`src/hdl/assert_macros.svh`:
```
// ---------------------------------------------------------------------------
// Assertion macros
// Shared concurrent assertion helpers, clocked on i_clk, reset by i_rst_n.
// ---------------------------------------------------------------------------
`ifndef ASSERT_MACROS_SVH
`define ASSERT_MACROS_SVH

`ifndef SYNTH

// property checked on every rising clock edge outside reset
`define ASSERT_CLK(lbl, prop) \
    lbl: assert property (@(posedge i_clk) disable iff (!i_rst_n) (prop)) \
        else $error("assertion failed");

// same, with a custom message
`define ASSERT_CLK_MSG(lbl, prop, msg) \
    lbl: assert property (@(posedge i_clk) disable iff (!i_rst_n) (prop)) \
        else $error(msg);

`else

`define ASSERT_CLK(lbl, prop)
`define ASSERT_CLK_MSG(lbl, prop, msg)

`endif

`endif

```
`src/hdl/gha_pkg.sv`:
```
// ---------------------------------------------------------------------------
// gha_pkg
// Types and constants shared by the generational handle allocator.
// ---------------------------------------------------------------------------
`timescale 1ns / 1ps

package gha_pkg;

    localparam int IDX_FIELD_W  = 10;
    localparam int GEN_FIELD_W  = 32;
    localparam int MASK_FIELD_W = 32;

    // request codes
    localparam logic [1:0] ACT_CREATE   = 2'd0;
    localparam logic [1:0] ACT_DESTROY  = 2'd1;
    localparam logic [1:0] ACT_SET_MASK = 2'd2;
    localparam logic [1:0] ACT_QUERY    = 2'd3;

    // result status codes
    localparam logic [1:0] ST_OK      = 2'd0;
    localparam logic [1:0] ST_FULL    = 2'd1;
    localparam logic [1:0] ST_UNALLOC = 2'd2;

    typedef struct packed {
        logic [1:0]              action;
        logic [IDX_FIELD_W-1:0]  slot_index;
        logic [GEN_FIELD_W-1:0]  handle_generation;
        logic [MASK_FIELD_W-1:0] new_mask;
    } t_req;

    typedef struct packed {
        logic [1:0]              status;
        logic [IDX_FIELD_W-1:0]  out_index;
        logic [GEN_FIELD_W-1:0]  out_generation;
        logic [MASK_FIELD_W-1:0] out_mask;
        logic                    is_valid;
        logic                    is_alive;
    } t_rsp;

    typedef enum logic [1:0] {
        S_CLEAR,
        S_IDLE,
        S_QREAD,
        S_EXEC
    } t_state;

    // controller -> datapath
    typedef struct packed {
        logic clr;      // init sweep writes one entry
        logic load;     // request transfer, issue slot reads
        logic slot_rd;  // create: read generation of dequeued slot
        logic exec;     // commit writes and load result register
    } t_cmd;

    // datapath -> controller
    typedef struct packed {
        logic clr_last;
        logic need_qread;
        logic out_free;
    } t_stat;

endpackage

```
`src/hdl/gha_ctrl.sv`:
```
// ---------------------------------------------------------------------------
// gha_ctrl
// Sequencer: init sweep after reset, then one request at a time.
// ---------------------------------------------------------------------------
`timescale 1ns / 1ps

module gha_ctrl (
    input  logic           i_clk,
    input  logic           i_rst_n,
    input  logic           i_valid,
    output logic           o_ready,
    input  gha_pkg::t_stat i_stat,
    output gha_pkg::t_cmd  o_cmd
);

    gha_pkg::t_state r_state;
    gha_pkg::t_state n_state;

    always_ff @(posedge i_clk) begin
        if (!i_rst_n) begin
            r_state <= gha_pkg::S_CLEAR;
        end else begin
            r_state <= n_state;
        end
    end

    always_comb begin
        n_state = r_state;
        o_cmd   = '0;
        o_ready = 1'b0;
        case (r_state)
            gha_pkg::S_CLEAR: begin
                o_cmd.clr = 1'b1;
                if (i_stat.clr_last) begin
                    n_state = gha_pkg::S_IDLE;
                end
            end
            gha_pkg::S_IDLE: begin
                o_ready = 1'b1;
                if (i_valid) begin
                    o_cmd.load = 1'b1;
                    n_state = i_stat.need_qread ? gha_pkg::S_QREAD : gha_pkg::S_EXEC;
                end
            end
            gha_pkg::S_QREAD: begin
                o_cmd.slot_rd = 1'b1;
                n_state = gha_pkg::S_EXEC;
            end
            gha_pkg::S_EXEC: begin
                // hold until the result register can take the new result
                if (i_stat.out_free) begin
                    o_cmd.exec = 1'b1;
                    n_state = gha_pkg::S_IDLE;
                end
            end
            default: begin
                n_state = gha_pkg::S_IDLE;
            end
        endcase
    end

endmodule

```
`config.mk`:
```
export PLATFORM = sky130hd
export DESIGN_NAME = gha_ctrl
export DESIGN_NICKNAME = d
export VERILOG_FILES = /design/src/hdl/assert_macros.svh /design/src/hdl/gha_pkg.sv /design/src/hdl/gha_ctrl.sv
export SDC_FILE = /design/constraint.sdc
export NUM_CORES = 1
export LEC_CHECK = 0
export BUFFER_PORTS_ARGS = -buffer_cell sky130_fd_sc_hd__buf_2
export CAP_MARGIN = 20
export CORE_AREA = 8 8 45 47
export DETAILED_ROUTE_END_ITERATION = 16
export DIE_AREA = 0 0 53 55
export SLEW_MARGIN = 25
export SYNTH_ARGS = -nofsm -noshare
export SYNTH_HDL_FRONTEND = slang
export SYNTH_SLANG_ARGS = --single-unit
```
`constraint.sdc`:
```
create_clock -name i_clk -period 1.9 [get_ports i_clk]
set_input_delay 0 -clock i_clk [delete_from_list [all_inputs] [get_ports i_clk]]
set_output_delay 0 -clock i_clk [all_outputs]
set_load 0.05 [all_outputs]
```
# Word-level counts from Yosys, hierarchy flattened
# Cells that the tools add are included.
# totals
elab_cells	21
reg_bits	2
out_inout_bits	5
in_bits	6
# classes
n_reduce_logical	2
n_mux	12
eq_ne	6
# op_table
op	count
two-way mux 1 bit	8
one-hot mux 2 bit (4 select lines)	1
two-way mux 2 bit	3
inequality test 2 bit, second input constant	3
== test 2 bit, second input constant	2
AND reduction 3 bit	1
== test 2 x 1 -> 1 bit, second input constant	1
zero test 2 bit	1

# Logic depth before layout (Yosys ltp)
# logic_depth
depth_word	3
mapped_depth	5
depth_no_buf	5

# Worst setup path before layout
# Ideal clock, no wire load.
# synth_timing
path_kind	flip-flop to flip-flop
start	register r_state[0]
end	register r_state[0]
slack_ps	308
stages_incl_launch_ff	5
t_arrival_ps	1520
t_required_ps	1828
setup_ps	72
period_less_slack_ps	1592
path_buffers	0
cell_sequence	dfxtp_1 > inv_1 > ha_1 > a222oi_1 > mux2i_1
# synth_via
elab_chain_cells	3
# synth_rtl
item	line	text
start: declaration	gha_ctrl.sv:16	gha_pkg::t_state r_state;
start signal: assignment	gha_ctrl.sv:21	r_state <= gha_pkg::S_CLEAR;
start signal: assignment	gha_ctrl.sv:23	r_state <= n_state;
== test 2 bit, or another cell as far along	gha_ctrl.sv:31	case (r_state)
inequality test 2 bit (no line)	-	
AND reduction 3 bit (no line)	-	
# Parallel ways exist; a longest one is shown, timed or not.
# A chain may end at the register's enable or synchronous reset.

# Final worst setup path
# layout_timing
start	register r_state[0]
end	register r_state[1]
# The elaborated chain is that of the path after synthesis.

==> metrics.md <==
| Metric | Value |
|---|---|
| Max_cap viols | `0` |
| Clk slew on worst S/H paths | `0.03 ns` |
| Max Buffers Root-to-Sink | `2` |
| Pleak | `0.159 nW` |
| ANT nets after route | `0` |
| Crit end category | `flip-flop` |
| GRT Overall Usage | `3.33%` |
| Slew HR | `64.9%` |
| Skew-Pair Late Insertion Delay | `0.22 ns` |
| Finished Core Util | `19.9%` |
| Fmax | `0.682 GHz` |
| Initial DRC count | `3` |
| Final-report max-slew violation count | `0` |
| Power Dens Cells | `1900 nW/µm²` |
| Req. time, crit path | `2.05 ns` |
| Filler cells | `149` |
| CTS Buf Count | `3` |
| Post-cts sizing count | `0` |
| Unique masters post-synth | `11` |
| Register area share after synthesis | `21.9%` |
| Ant. Diodes | `0` |
| Die area | `2920 µm²` |
| CTS tree | `yes` |
| Buf/Inv on CP | `1` |
| WS Path Type | `flip-flop to flip-flop` |
| Yosys warns | `0` |
| Status | `completed` |
| Worst Skew | `0.00549 ns` |
| Port Buffer Count | `10` |
| Synth-to-Final Area Change | `50.7%` |
| DR vias/cell | `3.55` |
| Top flop regs | `r_state x2` |
| Die Ht | `55 µm` |
| Cell-internal power | `0.240 mW` |
| Number of global-route vias before repair | `175` |
| Final Net Count | `47` |
| Post-DR wirelength/cell | `8.55 µm` |
| # H-tree levels | `1` |
| Final HPWL DP | `377 µm` |
| Die width | `53 µm` |
| Worst slew pin tran | `0.527 ns` |
| TNS Setup | `0 ns` |
| Worst hold path class | `input port to flip-flop` |
| Hold violation count in the final report | `0` |
| Share of layout cells above drive strength 1 | `40.0%` |
| Mean Syn Cell Area | `8.30 µm²` |
| Mapped Cells | `22` |
| Syn_nets | `32` |
| Reg power frac | `16.1%` |
| Non-Filler Instances | `51` |
| Ports | `11` |
| CP startpoint kind | `flip-flop` |
| Final setup fails | `0` |
| Maximum VDD drop | `439 µV` |
| Total power | `0.522 mW` |
| Via count | `181` |
| CTS Hold Bufs | `0` |
| Switch share | `54.1%` |
| Largest Register | `r_state` |
| Cells after DPL | `48` |
| Largest register FFs | `2` |
| Standard-cell rows | `14` |
| Final WL | `436 µm` |
| Core ar. | `1380 µm²` |
| Residual DRC count | `0` |
| WP data arrival | `1.61 ns` |
| Critical-path top delay cell | `a222oi_1` |
| Overflow after GRT | `0` |
| Root buffer cell | `clkbuf_4` |
| Sw Pwr | `0.283 mW` |
| Synth Register Bits | `2` |
| Comb pwr share | `66.0%` |
| Initial cell density of the core | `13.2%` |
| GP Congestion | `0.779` |
| First-pass GRT wire length | `655 µm` |
| Crit path cell chain | `inv_1, ha_1, a222oi_1, mux2i_1` |
| Largest net degree at the start of global routing | `5` |
| Fin crit period | `1.47 ns` |
| Unrepaired setup endpoints after global routing | `false` |
| Clock power share | `18.0%` |
| Crit-path max cell delay | `0.51 ns` |
| Sinks on the clock net | `2` |
| Synthesized area | `183 µm²` |
| Post-CTS Setup Bufs | `0` |
| Final Cycle Share | `77.1%` |
| First-pass DRT Iterations | `4` |
| Antenna violations before repair | `0` |
| Crit path max-delay family | `compound AO/OA/AOI/OAI gates` |
| Top fanout value on the critical path | `4` |
[power groups by stage]
| stage | Sequential (mW) | Clock, mW | Combinational (mW) |
|---|---|---|---|
| 3_3_place_gp | 0.0838 | 0 | 0.348 |
| 6_report | 0.0839 | 0.0938 | 0.345 |
| 2_1_floorplan | 0.0796 | 0 | 0.297 |
| 3_5_place_dp | 0.0850 | 0 | 0.350 |
| 4_1_cts | 0.0843 | 0.100 | 0.351 |
| 5_1_grt | 0.0897 | 0.103 | 0.378 |
[layout by cell type (no fill, tap or decap), drive strengths merged]
master  Yosys  layout
buf         0      10
mux2i       2       2
dfxtp       2       2
clkbuf      0       3
and2        2       2
or2b        1       1
a222oi      1       1
nor2b       1       1
o21ai       1       1
nand2       3       3
inv         5       5
ha          4       4
[area by class of cell]
| type | count | area (µm²) | share of cell area (%) |
|---|---|---|---|
| clock buffers | 3 | 22.5 | 8.18 |
| multi-input cells | 15 | 124 | 45.0 |
| well taps | 16 | 20.0 | 7.27 |
| flip-flops and latches | 2 | 40.0 | 14.5 |
| repair buffers | 10 | 50.0 | 18.2 |
| inverters | 5 | 18.8 | 6.82 |
[routing by layer]
| metal | track usage [%] | wire length, µm | up-vias |
|---|---|---|---|
| li1 | - | - | 97 |
| met1 | 3.48 | 195 | 72 |
| met5 | 0 | 0 | - |
| met2 | 3.91 | 121 | 12 |
| met4 | 0 | 0 | 0 |
| met3 | 4.81 | 119 | 0 |
[cell families (layout without fill, tap and decap cells)]
kind of cell / after synthesis / after routing / share of synthesized area, %
simple gates: 7 / 7 / 21.2
buf+inv: 5 / 18 / 10.3
fa+ha+maj: 4 / 4 / 27.4
compound gates: 2 / 2 / 8.22
mux: 2 / 2 / 11.0
flops: 2 / 2 / 21.9
[metrics by stage]
step                      setup WS, ns  hold WS, ns  instance area, µm²
after detailed placement         0.426        0.295                 253
after global placement           0.466        0.297                 253
after floorplan                  0.308        0.146                 183
after global routing             0.310       0.0590                 275
after CTS                        0.414       0.0570                 275
final                            0.434       0.0615                 275
[synthesized netlist by cell type]
cell type | count | share of area (%)
or2b_1 | 1 | 4.1
mux2i_1 | 2 | 11
ha_1 | 4 | 27
a222oi_1 | 1 | 5.5
and2_2 | 1 | 4.1
o21ai_0 | 1 | 2.7
inv_1 | 5 | 10
dfxtp_1 | 2 | 22
nor2b_1 | 1 | 3.4
nand2_1 | 3 | 6.2
and2_1 | 1 | 3.4
[worst reg2reg max path: cells and delay by family (launching register included)]
| family | cells | cell delay [ns] |
|---|---|---|
| buf+inv | 1 | 0.08 |
| compound gates | 1 | 0.51 |
| flops | 1 | 0.36 |
| mux | 1 | 0.23 |
| fa+ha+maj | 1 | 0.21 |
[worst paths after layout]
kind	slack, ns	from	depth (start not counted)	to
max reg2reg	0.43	r_state[0]	4	r_state[1]
min	0.06	i_rst_n	3	r_state[0]
min reg2reg	0.50	r_state[0]	2	r_state[0]
max	0.43	r_state[0]	4	r_state[1]
Power figures use the tool's default switching activity.
